## src/hw/rtl/preset_crossfade_engine_defines.svh

```systemverilog
// Assertion macros for the preset cross-fade engine.
// Expects clk and arst_n in the scope of each use; define ASSERT_OFF to drop checks.
`ifndef PRESET_CROSSFADE_ENGINE_DEFINES_SVH
`define PRESET_CROSSFADE_ENGINE_DEFINES_SVH

`ifndef ASSERT_OFF
// implication or plain property checked every clock outside reset
`define PCF_ASSERT(lbl, prop, msg) \
	lbl: assert property (@(posedge clk) disable iff (!arst_n) prop) else $error(msg);
// condition that must never be true outside reset
`define PCF_ASSERT_NEVER(lbl, cond, msg) \
	lbl: assert property (@(posedge clk) disable iff (!arst_n) !(cond)) else $error(msg);
`else
`define PCF_ASSERT(lbl, prop, msg)
`define PCF_ASSERT_NEVER(lbl, cond, msg)
`endif

`endif

```

## src/hw/rtl/pcf_pkg.sv

```systemverilog
// Shared types, opcodes and the preset ROM of the preset cross-fade engine.
// No dependencies; used by the channel interfaces and the top level.
`timescale 1ns / 1ps
`default_nettype none

package pcf_pkg;

	typedef logic [1:0]  opcode_t;
	typedef logic [3:0]  preset_req_t;
	typedef logic [2:0]  preset_t;
	typedef logic [31:0] time_t;
	typedef logic [15:0] value_t;
	typedef logic [16:0] progress_t;

	localparam opcode_t OP_SET   = 2'd0;
	localparam opcode_t OP_TICK  = 2'd1;
	localparam opcode_t OP_RESET = 2'd2;

	localparam progress_t FULL_PROGRESS = 17'h10000;
	localparam int        OUT_CHANNELS  = 7;
	localparam int        PROG_BITS     = 16;
	localparam int        DIV_CNT_W     = 4;

	// Q4.12 presets: ambient, particle, red, green, blue, wind, fog, spare
	localparam value_t PRESET_ROM [8][8] = '{
		'{16'd4096, 16'd0,     16'd4096, 16'd4096, 16'd4096, 16'd410,  16'd4096,  16'd0},
		'{16'd3482, 16'd0,     16'd3482, 16'd3604, 16'd3768, 16'd1024, 16'd4915,  16'd0},
		'{16'd2867, 16'd4096,  16'd2867, 16'd3072, 16'd3482, 16'd2048, 16'd5734,  16'd0},
		'{16'd2253, 16'd8192,  16'd2253, 16'd2458, 16'd2867, 16'd2867, 16'd7373,  16'd0},
		'{16'd3686, 16'd4915,  16'd3891, 16'd3973, 16'd4301, 16'd1229, 16'd5325,  16'd0},
		'{16'd2048, 16'd10240, 16'd1843, 16'd2048, 16'd2458, 16'd4096, 16'd8192,  16'd0},
		'{16'd3277, 16'd0,     16'd3482, 16'd3482, 16'd3482, 16'd614,  16'd16384, 16'd0},
		'{16'd2048, 16'd6144,  16'd4506, 16'd3482, 16'd2253, 16'd4096, 16'd12288, 16'd0}
	};

	// rows 8 and up repeat preset 0
	function automatic value_t rom_value(input logic [3:0] row, input logic [2:0] col);
		logic [2:0] r;
		begin
			r = row[3] ? 3'd0 : row[2:0];
			return PRESET_ROM[r][col];
		end
	endfunction

endpackage

`default_nettype wire

```

## src/hw/rtl/pcf_cmd_if.sv

```systemverilog
// Command channel of the preset cross-fade engine: valid/ready plus command fields.
// Depends on pcf_pkg for field types.
`timescale 1ns / 1ps
`default_nettype none

interface pcf_cmd_if;
	logic                 valid;
	logic                 ready;
	pcf_pkg::opcode_t     opcode;
	pcf_pkg::preset_req_t preset;
	pcf_pkg::time_t       fade_time;
	pcf_pkg::time_t       time_step;

	modport source (output valid, output opcode, output preset, output fade_time,
		output time_step, input ready);
	modport sink (input valid, input opcode, input preset, input fade_time,
		input time_step, output ready);
endinterface

`default_nettype wire

```

## src/hw/rtl/pcf_rsp_if.sv

```systemverilog
// Result channel of the preset cross-fade engine: valid/ready plus blended values.
// Depends on pcf_pkg for field types.
`timescale 1ns / 1ps
`default_nettype none

interface pcf_rsp_if;
	logic                valid;
	logic                ready;
	pcf_pkg::value_t     ambient_level;
	pcf_pkg::value_t     particle_rate;
	pcf_pkg::value_t     tint_red;
	pcf_pkg::value_t     tint_green;
	pcf_pkg::value_t     tint_blue;
	pcf_pkg::value_t     wind_level;
	pcf_pkg::value_t     fog_level;
	pcf_pkg::progress_t  progress;
	pcf_pkg::preset_t    target_preset;
	pcf_pkg::preset_t    settled_preset;

	modport source (output valid, output ambient_level, output particle_rate,
		output tint_red, output tint_green, output tint_blue, output wind_level,
		output fog_level, output progress, output target_preset, output settled_preset,
		input ready);
	modport sink (input valid, input ambient_level, input particle_rate,
		input tint_red, input tint_green, input tint_blue, input wind_level,
		input fog_level, input progress, input target_preset, input settled_preset,
		output ready);
endinterface

`default_nettype wire

```

## src/hw/rtl/preset_crossfade_engine.sv

```systemverilog
// Preset cross-fade engine top level: sequencer, shared blend multiplier, progress divider.
// Depends on pcf_pkg, pcf_cmd_if, pcf_rsp_if and preset_crossfade_engine_defines.svh.
//
// Usage:
//   cmd (sink) takes one transaction per command: opcode 0 sets a target preset with a
//   fade length, opcode 1 advances time by time_step, opcode 2 snaps back to preset 0.
//   rsp (source) returns exactly one transaction per command: the seven blended Q4.12
//   parameters, progress in Q1.16 (65536 = settled) and the target and settled presets.
//   cmd.ready is high only while the sequencer is idle. A command that finishes or
//   changes nothing needs only the result blend pass; one that starts a fade runs a
//   blend pass first to capture the start values, and a tick inside a fade first runs the
//   restoring divider for elapsed/length. The blend pass runs one channel per cycle
//   through a single 17x18 multiplier followed by a rounding adder.
//   The result sits in an output register; the next command is taken while it waits.
//   If rsp is still stalled when the next result is due, the sequencer holds before its
//   blend pass until the register is taken.
//   Reset (arst_n low) settles the block at preset 0 with progress 65536 and drops any
//   pending result.
`timescale 1ns / 1ps
`default_nettype none
`include "preset_crossfade_engine_defines.svh"

module preset_crossfade_engine #(
	parameter int PRESET_COUNT  = 8,
	parameter int CHANNEL_COUNT = 7,
	parameter int TIME_BITS     = 32
) (
	input wire logic clk,
	input wire logic arst_n,
	pcf_cmd_if.sink   cmd,
	pcf_rsp_if.source rsp
);

	localparam int KIND_W = (PRESET_COUNT > 2) ? $clog2(PRESET_COUNT) : 1;
	localparam int IDX_W  = (CHANNEL_COUNT > 1) ? $clog2(CHANNEL_COUNT) : 1;
	localparam int CH_W   = $clog2(CHANNEL_COUNT + 1);
	localparam int TW1    = TIME_BITS + 1;
	localparam int DIV_CNT_W_L = pcf_pkg::DIV_CNT_W;

	localparam logic [2:0] ST_IDLE  = 3'd0;
	localparam logic [2:0] ST_EXEC  = 3'd1;
	localparam logic [2:0] ST_SNAP  = 3'd2;
	localparam logic [2:0] ST_DIV   = 3'd3;
	localparam logic [2:0] ST_WAIT  = 3'd4;
	localparam logic [2:0] ST_BLEND = 3'd5;

	// control and fade state
	logic [2:0]               state_q;
	logic [CH_W-1:0]          ch_q;
	logic [DIV_CNT_W_L-1:0]   div_cnt_q;
	logic                     out_valid_q;
	logic [KIND_W-1:0]        settled_q;
	logic [KIND_W-1:0]        target_q;
	pcf_pkg::value_t          start_q [CHANNEL_COUNT];
	logic [TIME_BITS-1:0]     fade_len_q;
	logic [TIME_BITS-1:0]     elapsed_q;
	logic [TIME_BITS-1:0]     rem_q;
	pcf_pkg::progress_t       progress_q;
	logic                     vld_s1;

	// captured command
	pcf_pkg::opcode_t         op_q;
	pcf_pkg::preset_req_t     preset_q;
	logic [TIME_BITS-1:0]     req_len_q;
	logic [TIME_BITS-1:0]     dt_q;

	// datapath registers
	logic signed [34:0]       prod_s1;
	pcf_pkg::value_t          base_s1;
	logic [IDX_W-1:0]         idx_s1;
	logic [TIME_BITS-1:0]     div_rem_q;
	logic [pcf_pkg::PROG_BITS-1:0] quo_q;
	pcf_pkg::value_t          out_q [pcf_pkg::OUT_CHANNELS];
	pcf_pkg::progress_t       out_prog_q;
	pcf_pkg::preset_t         out_tgt_q;
	pcf_pkg::preset_t         out_set_q;

	logic                     cmd_fire;
	logic                     settled;
	logic [KIND_W-1:0]        kind_f;
	logic                     do_finish;
	logic                     do_snap;
	logic                     do_tick;
	logic [KIND_W-1:0]        fin_kind;

	logic [IDX_W-1:0]         unit_idx;
	pcf_pkg::value_t          unit_s;
	pcf_pkg::value_t          unit_g;
	logic signed [16:0]       unit_diff;
	logic signed [34:0]       unit_prod;
	logic                     unit_issue;
	logic                     unit_last;
	logic signed [34:0]       blend_rnd;
	logic signed [18:0]       blend_corr;
	logic signed [19:0]       blend_sum;
	pcf_pkg::value_t          blend_val;

	logic [TIME_BITS:0]       div_shift;
	logic                     div_ge;
	logic [TIME_BITS-1:0]     div_next;
	logic                     out_free;

	assign cmd_fire  = cmd.valid && cmd.ready;
	assign cmd.ready = (state_q == ST_IDLE);
	assign settled   = (progress_q == pcf_pkg::FULL_PROGRESS);
	assign out_free  = !out_valid_q || rsp.ready;

	// preset fold: out-of-range requests mean preset 0
	assign kind_f = ({1'b0, preset_q} < 5'(PRESET_COUNT)) ? KIND_W'(preset_q) : '0;

	// command decode
	always_comb begin
		do_finish = 1'b0;
		do_snap   = 1'b0;
		do_tick   = 1'b0;
		fin_kind  = kind_f;
		case (op_q)
			pcf_pkg::OP_SET: begin
				if (req_len_q == '0) begin
					do_finish = 1'b1;
				end else if (!settled && kind_f == target_q) begin
					do_finish = 1'b0;
				end else if (settled && kind_f == settled_q) begin
					do_finish = 1'b1;
				end else begin
					do_snap = 1'b1;
				end
			end
			pcf_pkg::OP_TICK: begin
				if (!settled && dt_q != '0) begin
					if (dt_q >= rem_q) begin
						do_finish = 1'b1;
						fin_kind  = target_q;
					end else begin
						do_tick = 1'b1;
					end
				end
			end
			pcf_pkg::OP_RESET: begin
				do_finish = 1'b1;
				fin_kind  = '0;
			end
			default: begin
				do_finish = 1'b0;
			end
		endcase
	end

	// shared blend unit, stage 1: diff times progress
	assign unit_idx   = ch_q[IDX_W-1:0];
	assign unit_s     = start_q[unit_idx];
	assign unit_g     = pcf_pkg::rom_value(4'(target_q), 3'(unit_idx));
	assign unit_diff  = $signed({1'b0, unit_g}) - $signed({1'b0, unit_s});
	assign unit_prod  = unit_diff * $signed({1'b0, progress_q});
	assign unit_issue = (ch_q < CH_W'(CHANNEL_COUNT));
	assign unit_last  = (ch_q == CH_W'(CHANNEL_COUNT));

	// stage 2: round and add back the start value
	assign blend_rnd  = prod_s1 + 35'sd32768;
	assign blend_corr = blend_rnd[34:16];
	assign blend_sum  = $signed({4'b0000, base_s1}) + $signed({blend_corr[18], blend_corr});
	assign blend_val  = blend_sum[15:0];

	// restoring divider step: elapsed / length, one quotient bit per cycle
	assign div_shift = {div_rem_q, 1'b0};
	assign div_ge    = (div_shift >= {1'b0, fade_len_q});
	assign div_next  = div_ge ? TIME_BITS'(div_shift - {1'b0, fade_len_q})
		: TIME_BITS'(div_shift);

	// sequencer and fade state
	always_ff @(posedge clk or negedge arst_n) begin
		if (!arst_n) begin
			state_q     <= ST_IDLE;
			ch_q        <= '0;
			div_cnt_q   <= '0;
			out_valid_q <= 1'b0;
			settled_q   <= '0;
			target_q    <= '0;
			for (int c = 0; c < CHANNEL_COUNT; c++) begin
				start_q[c] <= pcf_pkg::rom_value(4'd0, 3'(c));
			end
			fade_len_q  <= '0;
			elapsed_q   <= '0;
			rem_q       <= '0;
			progress_q  <= pcf_pkg::FULL_PROGRESS;
			vld_s1      <= 1'b0;
		end else begin
			if (rsp.valid && rsp.ready) begin
				out_valid_q <= 1'b0;
			end
			// a channel enters the blend pipe during the snap and blend passes
			vld_s1 <= ((state_q == ST_SNAP) || (state_q == ST_BLEND)) && unit_issue;
			case (state_q)
				ST_IDLE: begin
					if (cmd_fire) begin
						state_q <= ST_EXEC;
					end
				end
				ST_EXEC: begin
					ch_q      <= '0;
					div_cnt_q <= '0;
					if (do_finish) begin
						settled_q <= fin_kind;
						target_q  <= fin_kind;
						for (int c = 0; c < CHANNEL_COUNT; c++) begin
							start_q[c] <= pcf_pkg::rom_value(4'(fin_kind), 3'(c));
						end
						fade_len_q <= '0;
						elapsed_q  <= '0;
						rem_q      <= '0;
						progress_q <= pcf_pkg::FULL_PROGRESS;
					end
					if (do_tick) begin
						elapsed_q <= elapsed_q + dt_q;
						rem_q     <= rem_q - dt_q;
					end
					if (do_snap) begin
						state_q <= ST_SNAP;
					end else if (do_tick) begin
						state_q <= ST_DIV;
					end else begin
						state_q <= ST_WAIT;
					end
				end
				ST_SNAP: begin
					// capture the values shown now as the new start point
					if (vld_s1) begin
						start_q[idx_s1] <= blend_val;
					end
					if (unit_issue) begin
						ch_q <= ch_q + 1'b1;
					end
					if (unit_last) begin
						target_q   <= kind_f;
						fade_len_q <= req_len_q;
						rem_q      <= req_len_q;
						elapsed_q  <= '0;
						progress_q <= '0;
						state_q    <= ST_WAIT;
					end
				end
				ST_DIV: begin
					div_cnt_q <= div_cnt_q + 1'b1;
					if (div_cnt_q == DIV_CNT_W_L'(pcf_pkg::PROG_BITS - 1)) begin
						progress_q <= {1'b0, quo_q[pcf_pkg::PROG_BITS-2:0], div_ge};
						state_q    <= ST_WAIT;
					end
				end
				ST_WAIT: begin
					ch_q <= '0;
					if (out_free) begin
						state_q <= ST_BLEND;
					end
				end
				ST_BLEND: begin
					if (unit_issue) begin
						ch_q <= ch_q + 1'b1;
					end
					if (unit_last) begin
						out_valid_q <= 1'b1;
						state_q     <= ST_IDLE;
					end
				end
				default: begin
					state_q <= ST_IDLE;
				end
			endcase
		end
	end

	// payload and datapath registers
	always_ff @(posedge clk) begin
		if (cmd_fire) begin
			op_q      <= cmd.opcode;
			preset_q  <= cmd.preset;
			req_len_q <= cmd.fade_time[TIME_BITS-1:0];
			dt_q      <= cmd.time_step[TIME_BITS-1:0];
		end
		prod_s1 <= unit_prod;
		base_s1 <= unit_s;
		idx_s1  <= unit_idx;
		if (state_q == ST_EXEC) begin
			div_rem_q <= elapsed_q + dt_q;
		end else if (state_q == ST_DIV) begin
			div_rem_q <= div_next;
			quo_q     <= {quo_q[pcf_pkg::PROG_BITS-2:0], div_ge};
		end
		if (state_q == ST_WAIT && out_free) begin
			out_prog_q <= progress_q;
			out_tgt_q  <= 3'(target_q);
			out_set_q  <= 3'(settled_q);
		end
		if (state_q == ST_BLEND && vld_s1 && (4'(idx_s1) < 4'(pcf_pkg::OUT_CHANNELS))) begin
			out_q[3'(idx_s1)] <= blend_val;
		end
	end

	// result channel
	assign rsp.valid          = out_valid_q;
	assign rsp.ambient_level  = (CHANNEL_COUNT > 0) ? out_q[0] : '0;
	assign rsp.particle_rate  = (CHANNEL_COUNT > 1) ? out_q[1] : '0;
	assign rsp.tint_red       = (CHANNEL_COUNT > 2) ? out_q[2] : '0;
	assign rsp.tint_green     = (CHANNEL_COUNT > 3) ? out_q[3] : '0;
	assign rsp.tint_blue      = (CHANNEL_COUNT > 4) ? out_q[4] : '0;
	assign rsp.wind_level     = (CHANNEL_COUNT > 5) ? out_q[5] : '0;
	assign rsp.fog_level      = (CHANNEL_COUNT > 6) ? out_q[6] : '0;
	assign rsp.progress       = out_prog_q;
	assign rsp.target_preset  = out_tgt_q;
	assign rsp.settled_preset = out_set_q;

	// checks
	`PCF_ASSERT(a_time_split, !settled |-> (TW1'(elapsed_q) + TW1'(rem_q) == TW1'(fade_len_q)), "elapsed plus remaining differs from fade length")
	`PCF_ASSERT(a_settled_same, settled |-> (target_q == settled_q && elapsed_q == '0), "settled with target differing from settled preset")
	`PCF_ASSERT_NEVER(a_blend_over, state_q == ST_BLEND && out_valid_q, "blend pass overwrote a pending result")
	`PCF_ASSERT(a_valid_src, $rose(out_valid_q) |-> $past(state_q == ST_BLEND), "result raised outside blend pass")

endmodule

`default_nettype wire

```

## src/flat_wrapper.sv

```systemverilog
// flat-port wrapper written by rule: the top's interface ports become plain ports
module preset_crossfade_engine_flat 
#(
	parameter int PRESET_COUNT  = 8,
	parameter int CHANNEL_COUNT = 7,
	parameter int TIME_BITS     = 32
)
  (clk, arst_n, cmd_valid, cmd_opcode, cmd_preset, cmd_fade_time, cmd_time_step, cmd_ready, rsp_valid, rsp_ambient_level, rsp_particle_rate, rsp_tint_red, rsp_tint_green, rsp_tint_blue, rsp_wind_level, rsp_fog_level, rsp_progress, rsp_target_preset, rsp_settled_preset, rsp_ready);
  pcf_cmd_if cmd_i ();
  pcf_rsp_if rsp_i ();
  input wire logic clk;
  input wire logic arst_n;
  input wire logic [$bits(cmd_i.valid)-1:0] cmd_valid;
  input wire logic [$bits(cmd_i.opcode)-1:0] cmd_opcode;
  input wire logic [$bits(cmd_i.preset)-1:0] cmd_preset;
  input wire logic [$bits(cmd_i.fade_time)-1:0] cmd_fade_time;
  input wire logic [$bits(cmd_i.time_step)-1:0] cmd_time_step;
  output wire logic [$bits(cmd_i.ready)-1:0] cmd_ready;
  output wire logic [$bits(rsp_i.valid)-1:0] rsp_valid;
  output wire logic [$bits(rsp_i.ambient_level)-1:0] rsp_ambient_level;
  output wire logic [$bits(rsp_i.particle_rate)-1:0] rsp_particle_rate;
  output wire logic [$bits(rsp_i.tint_red)-1:0] rsp_tint_red;
  output wire logic [$bits(rsp_i.tint_green)-1:0] rsp_tint_green;
  output wire logic [$bits(rsp_i.tint_blue)-1:0] rsp_tint_blue;
  output wire logic [$bits(rsp_i.wind_level)-1:0] rsp_wind_level;
  output wire logic [$bits(rsp_i.fog_level)-1:0] rsp_fog_level;
  output wire logic [$bits(rsp_i.progress)-1:0] rsp_progress;
  output wire logic [$bits(rsp_i.target_preset)-1:0] rsp_target_preset;
  output wire logic [$bits(rsp_i.settled_preset)-1:0] rsp_settled_preset;
  input wire logic [$bits(rsp_i.ready)-1:0] rsp_ready;
  assign cmd_i.valid = cmd_valid;
  assign cmd_i.opcode = cmd_opcode;
  assign cmd_i.preset = cmd_preset;
  assign cmd_i.fade_time = cmd_fade_time;
  assign cmd_i.time_step = cmd_time_step;
  assign cmd_ready = cmd_i.ready;
  assign rsp_valid = rsp_i.valid;
  assign rsp_ambient_level = rsp_i.ambient_level;
  assign rsp_particle_rate = rsp_i.particle_rate;
  assign rsp_tint_red = rsp_i.tint_red;
  assign rsp_tint_green = rsp_i.tint_green;
  assign rsp_tint_blue = rsp_i.tint_blue;
  assign rsp_wind_level = rsp_i.wind_level;
  assign rsp_fog_level = rsp_i.fog_level;
  assign rsp_progress = rsp_i.progress;
  assign rsp_target_preset = rsp_i.target_preset;
  assign rsp_settled_preset = rsp_i.settled_preset;
  assign rsp_i.ready = rsp_ready;
  preset_crossfade_engine #(.PRESET_COUNT(PRESET_COUNT), .CHANNEL_COUNT(CHANNEL_COUNT), .TIME_BITS(TIME_BITS)) u_core (.clk(clk), .arst_n(arst_n), .cmd(cmd_i), .rsp(rsp_i));
endmodule
```

## config.mk

```make
export PLATFORM = sky130hd
export DESIGN_NAME = preset_crossfade_engine_flat
export DESIGN_NICKNAME = d
export VERILOG_FILES = /design/src/hw/rtl/pcf_pkg.sv /design/src/hw/rtl/pcf_cmd_if.sv /design/src/hw/rtl/pcf_rsp_if.sv /design/src/hw/rtl/preset_crossfade_engine.sv /design/src/flat_wrapper.sv
export VERILOG_INCLUDE_DIRS = /design/src /design/src/hw/rtl
export SDC_FILE = /design/constraint.sdc
export NUM_CORES = 2
export LEC_CHECK = 0
export BUFFER_PORTS_ARGS = -buffer_cell sky130_fd_sc_hd__buf_2
export CAP_MARGIN = 20
export CORE_MARGIN = 8
export CORE_UTILIZATION = 57
export DETAILED_ROUTE_END_ITERATION = 6
export PLACE_DENSITY = 0.81
export SLEW_MARGIN = 20
export SYNTH_ARGS = -nofsm -noshare
export SYNTH_HDL_FRONTEND = slang
export SYNTH_SLANG_ARGS = --single-unit
```

## constraint.sdc

```tcl
create_clock -name clk -period 9.6 [get_ports clk]
set_clock_uncertainty 0.2 [all_clocks]
set_input_delay 2.88 -clock clk [delete_from_list [all_inputs] [get_ports clk]]
set_output_delay 2.88 -clock clk [all_outputs]
set_load 0.01 [all_outputs]
```

### After elaboration in Yosys (flattened, before gate mapping)

Memory sizes are Yosys's and may differ from the RTL's.
Cells that the tools add are included.

* $add $sub $neg: 8
* $mul: 1
* magnitude comparators: 10
* equal/unequal tests: 21
* multiplexer cells: 67
* bitwise logic cells: 5
* reduce and logical (&&, ||, !) cells: 32

Operators by type and width (count)
* $mux W128: 4
* $mux W32: 8
* $mux W112: 2
* $pmux W112 S2: 1
* $pmux W32 S2: 3
* $bwmux W112: 1
* $bmux W16 S3: 2
* $mux W16: 5
* $sub A32 B32 Y32: 2
* $mux W17: 3
* $pmux W17 S3: 1
* $demux W16 S3: 1
* $mux W3: 13
* $ge A33 B32 Y1: 1
* $add A32 B17 Y32 const B: 1
* $add A32 B32 Y32: 1
* $ge A32 B32 Y1: 1
* $logic_not A32 Y1: 1
* $mul A17 B18 Y32: 1
* $reduce_bool A32 Y1: 1
* $pmux W3 S2: 3
* $pmux W3 S6: 1
* $eq A17 B17 Y1 const B: 1
* $mux W1: 17
* 34 further kinds: 69

* register bits: 434
* RAM bits: 112
* ROM bits: 2048
* input bits: 74
* output and inout port bits: 137
* word-level logic and storage cells: 177
* memories: 3

Memories
* (no name shown): depth 8, bits a word 128, rd ports 1, clocked after memory_dff 0, write ports 0, line pcf_pkg.sv:41 `return PRESET_ROM[r][col];`
* (no name shown): depth 8, bits a word 128, rd ports 1, clocked after memory_dff 0, write ports 0, line pcf_pkg.sv:41
* u_core.out_q: depth 7, bits a word 16, rd ports 7, clocked after memory_dff 0, write ports 1, line preset_crossfade_engine.sv:73 `pcf_pkg::value_t out_q [pcf_pkg::OUT_CHANNELS];`

### Longest topological paths before layout

* depth after elaboration: 11
* gate-level depth with buffers: 42
* depth with buffers taken out: 39

### Worst setup path before layout

OpenSTA, ideal clock, no wires.

* kind: register to register
* from: register u_core.target_q[0]
* to: register u_core.prod_s1[31]
* setup time: 121 ps
* arrival time: 8978 ps
* data required time: 9279 ps
* slack: 301 ps
* cell stages (with the launch flop): 42
* path buffers: 4
* period minus slack after synthesis: 9299 ps
* cells stage by stage: dfrtp_1 clkbuf_1 clkbuf_1 inv_1 ha_1 clkbuf_1 o21ai_0 nand2_1 a21oi_1 a21oi_1 a21o_1 ha_1 inv_1 fa_1 a211oi_1 nor2_1 o21a_1 nor2_1 [... 6 more ...] inv_1 fa_1 inv_1 fa_1 fa_1 inv_1 fa_1 inv_1 ha_1 nand2_1 o21ai_0 a21oi_1 a32oi_1 and3_1 a211oi_1 a311oi_1 a31o_2 xnor2_1

* cells in the longest elaborated chain, start to end: 9

Ends and longest elaborated chain
* start: declaration: line preset_crossfade_engine.sv:53 `logic [KIND_W-1:0] target_q;`
* start signal: assignment: line preset_crossfade_engine.sv:204 `target_q <= fin_kind;`
* start signal: assignment: line preset_crossfade_engine.sv:234 `target_q <= kind_f;`
* $not A3 Y4 (implied by the code): line pcf_pkg.sv:41
* $mem_v2 Z8 W128
* $mux W128 (implied by the code) (2 in series): line pcf_pkg.sv:41
* $bmux W16 S3: line pcf_pkg.sv:41
* $mux W16 (implied by the code) (2 in series): line pcf_pkg.sv:41
* $sub A16 B16 Y17: line preset_crossfade_engine.sv:153 `assign unit_diff = $signed({1'b0, unit_g}) - $signed({1'b0, unit_s});`
* $mul A17 B18 Y32: line preset_crossfade_engine.sv:154 `assign unit_prod = unit_diff * $signed({1'b0, progress_q});`
* via u_core.unit_prod[31]: line preset_crossfade_engine.sv:90 `logic signed [34:0] unit_prod;`
* end signal: assignment: line preset_crossfade_engine.sv:279 `prod_s1 <= unit_prod;`
* end: declaration: line preset_crossfade_engine.sv:68 `logic signed [34:0] prod_s1;`

The timed path passes the listed nets, and every way through them passes these cells. The select of a mux whose other input is x is not followed.
A chain may end at the register's enable or synchronous reset.

### Worst setup path in the final report

* from: register u_core.ch_q[0]
* to: register u_core.prod_s1[31]

* cells in the longest elaborated chain, start to end: 6
* elaborated cells on any way between the ends: 9
* classes of those cells: add/sub (1); mul (1); mux (6); bitwise (1)

Ends and longest elaborated chain
* start: declaration: line preset_crossfade_engine.sv:49 `logic [CH_W-1:0] ch_q;`
* start signal: assignment: line preset_crossfade_engine.sv:231 `ch_q <= ch_q + 1'b1;`
* start signal: assignment: line preset_crossfade_engine.sv:257 `ch_q <= ch_q + 1'b1;`
* $not A3 Y4 (implied by the code) (*): line pcf_pkg.sv:41, preset_crossfade_engine.sv:151
* $bmux W16 S3 (on tied branches): line pcf_pkg.sv:41, preset_crossfade_engine.sv:151
* $mux W16 (on tied branches) (2 in series): line pcf_pkg.sv:41, preset_crossfade_engine.sv:151
* $sub A16 B16 Y17 (*): line preset_crossfade_engine.sv:153
* $mul A17 B18 Y32 (*): line preset_crossfade_engine.sv:154
* via u_core.unit_prod[31]: line preset_crossfade_engine.sv:90

The timed path passes the listed nets; every way through them passes the cells marked *. The select of a mux whose other input is x is not followed.

==> results.toml <==
[outcome]
status = "complete, no violations"

[critical_path]
cp.arrival_ps = 9510
slowest_delay_ps = 610
r2r_cells = 29
critPathCaptureType = "flip-flop"
r2r_end = "u_core.prod_s1[31]"
worstSetupStartpointType = "flip-flop"
worst-path-max-fanout = 19
crit_type = "flip-flop to flip-flop"
ff2ff_setup_slack_ps = 370
crit_required_ps = 9890
cpMostUsedCell = "fa_1"
reg2reg_from = "u_core.ch_q[0]"
cp_slowest_cell = "dfrtp_2"

[floorplanning]
io_pins = 211
num_rows = 93
initial_utilization_pct = 57.6
die_x_um = 271
core_area_mm2 = 0.0645
die_h_um = 271
dieArea_mm2 = 0.0736

[sta]
setup_ws_ps = 374
fin_tns_setup_ps = 0
finalHoldViolCount = 0
slew_violations = 0
worst_pin_slew_ps = 1160
setup_viol = 0
fmaxAchievable_ghz = 0.108
post-route-period-util_pct = 96.1
relSlewSlack_pct = 22.5
final.min_clock_period_ps = 9230

[synth]
synthTopCellsByCount = "inv_1 (447), nand2_1 (438), a21oi_1 (267)"
async_flop_share_pct = 45.8
ys_warn_count = 0
synth_edf_count = 252
ys_ff_latch = 531
synth_flop_cell = "edfxtp_1"
synth.area.top_cells = "edfxtp_1 (20%), dfrtp_1 (16%), fa_1 (12%), ha_1 (8.6%), inv_1 (4.5%)"
synthCells = 3771
netlist.area_leader.share_pct = 20.4
synth_fp_nets = 4327
ys_seq_area_share_pct = 38.7
synth.avg_cell_area_um2 = 9.85
ys_types = 87
yosysMostFrequentCell = "inv_1"
yosysTopAreaCell = "edfxtp_1"
syn_area_mm2 = 0.0371

[final_layout]
nets = 4506
drive_above_1_share_pct = 11.5
n_antenna_cell = 0
fin_area_mm2 = 0.0413
layout-area-overhead-vs-synth_pct = 11.1

[global_route]
grt_start_max_net_pins = 156
grt_pass1_wl_um = 164000
antenna_found_initial = 2
grt_pass1_vias = 29503
gr-total-overflow = 0
use_met2_pct = 44.1
grt.total_usage_pct = 27.9
grt_busiest_layer = "met2"
grt_use_met1_pct = 36.7
met3_usage_pct = 6.19

[clock_tree]
cts_setup_buffers = 0
cts_buffers = 55
cts.path.max_buffers = 3
cts_hold_buf = 0
root_buffer = "clkbuf_16"
cts.sinks = 531
insertion_delay_ps = 650
clkTransAtPathRegs_ps = 60
cts_max_level = 2
cts_tree = "yes"

[drt]
dr.pass1.iters = 6
vias = 29764
via_per_inst = 6.14
routed_wl_um = 106000
drc = 0
ant_nets = 0
wl_per_cell_um = 21.8
drtIter0Drc = 3022

[place]
globalplace.congestion = 0.973
pre_cts_slack_ps = 221
hpwl_um = 77600
portBuffers = 210
placed_cell_area_mm2 = 0.0393

[worst_hold_path]
worstHoldStart = "u_core.quo_q[12]"
min_path_type = "flip-flop to flip-flop"
min_path_cells = 0
holdPathEnd = "u_core.quo_q[13]"

[flow_run]
max-cap-violations = 0
-- what timing repair did --
item                       4_1_cts  5_1_grt
setup endpoints to repair        0        8
hold endpoints to repair         0        0
resized for setup                0       10
-- metal layers --
metal  vias to the layer above  wire [um]  part of all wire [%]
met5                         -          0                     0
met4                         0       5120                   4.8
met3                       327      11100                    11
met2                      1676      47600                    45
met1                     14386      41900                    40
li1                      13375          -                     -
-- state kept, by name, indices dropped and copies added (netlist names), 15 cells and up --
| signal | cells |
|---|---|
| u_core.elapsed_q | 32 |
| u_core.rem_q | 32 |
| u_core.base_s1 | 16 |
| u_core.div_rem_q | 32 |
| u_core.rsp.progress | 17 |
| u_core.dt_q | 32 |
| u_core.start_q | 112 |
| u_core.progress_q | 17 |
| u_core.quo_q | 15 |
| u_core.req_len_q | 32 |
| u_core.prod_s1 | 17 |
| u_core.out_q | 112 |
| u_core.fade_len_q | 32 |
-- placed cells by master, fill, tap and decap left out, drive strengths merged, types with 20 or more instances in the layout --
cell type,instances
nand2,440
dfrtp,232
or3,20
fa,228
o211ai,25
nor3,47
ha,254
xor2,53
buf,282
a21oi,271
a31oi,49
edfxtp,252
a21o,68
nor2,267
and2,99
o21a,29
a211oi,32
xnor2,81
o21ai,159
clkbuf,69
dfxtp,36
and3,40
mux2i,66
a22o,38
nor4,27
nand3,50
nor2b,25
inv,451
nand4,24
-- through the flow --
step           instances  utilization [%]  hold WS (ps)
6_report            4850             64.0           258
3_3_place_gp        4746             60.9           234
4_1_cts             4850             63.9           258
2_1_floorplan       3771                -           169
5_1_grt             4850             64.0           272
3_5_place_dp        4748             60.9           239
-- worst max-delay path: cells and delay by family (launching register included) --
| family | cells | cell delay [ps] |
|---|---|---|
| adder cells (fa/ha/maj) | 8 | 3530 |
| flip-flops | 1 | 610 |
| XOR/XNOR | 1 | 120 |
| buffers and inverters | 4 | 470 |
| multiplexers | 1 | 540 |
| AO/OA/AOI/OAI | 8 | 1940 |
| AND/OR/NAND/NOR | 7 | 1640 |
-- worst max path at each step --
| stage | startpoint | cells past startpoint | to | slack, ps |
|---|---|---|---|---|
| floorplan | u_core.target_q[0] | 41 | u_core.prod_s1[31] | 300 |
| global placement | u_core.target_q[1] | 35 | u_core.prod_s1[25] | 400 |
| detailed placement | u_core.target_q[1] | 35 | u_core.prod_s1[25] | 220 |
| CTS | u_core.target_q[1] | 35 | u_core.prod_s1[25] | 120 |
| global route | u_core.target_q[1] | 33 | u_core.prod_s1[31] | -80 |
| finish | u_core.ch_q[0] | 29 | u_core.prod_s1[31] | 370 |
-- layout make-up --
class | instances | area (um^2)
fillers | 5088 | 23200
multi-input cells | 2633 | 20600
flip-flops and latches | 531 | 14400
inverters | 447 | 1680
repair buffers | 282 | 1620
clock buffers | 69 | 1500
well taps | 855 | 1070
clock inverters | 33 | 434
-- cells by family after synthesis --
logic type | Yosys count | share of synthesized area [%]
and+or+nand+nor | 1091 | 13.5
adders and majority gates | 482 | 20.8
buffers and inverters | 607 | 6.20
AOI/OAI and AO/OA | 841 | 14.7
DFF | 531 | 38.7
muxes | 85 | 2.84
xor gates and xnor gates | 134 | 3.16
Power is left out: the tool's default activity adds up to more than one toggle a clock period on the data nets, which glitch-free logic cannot reach.
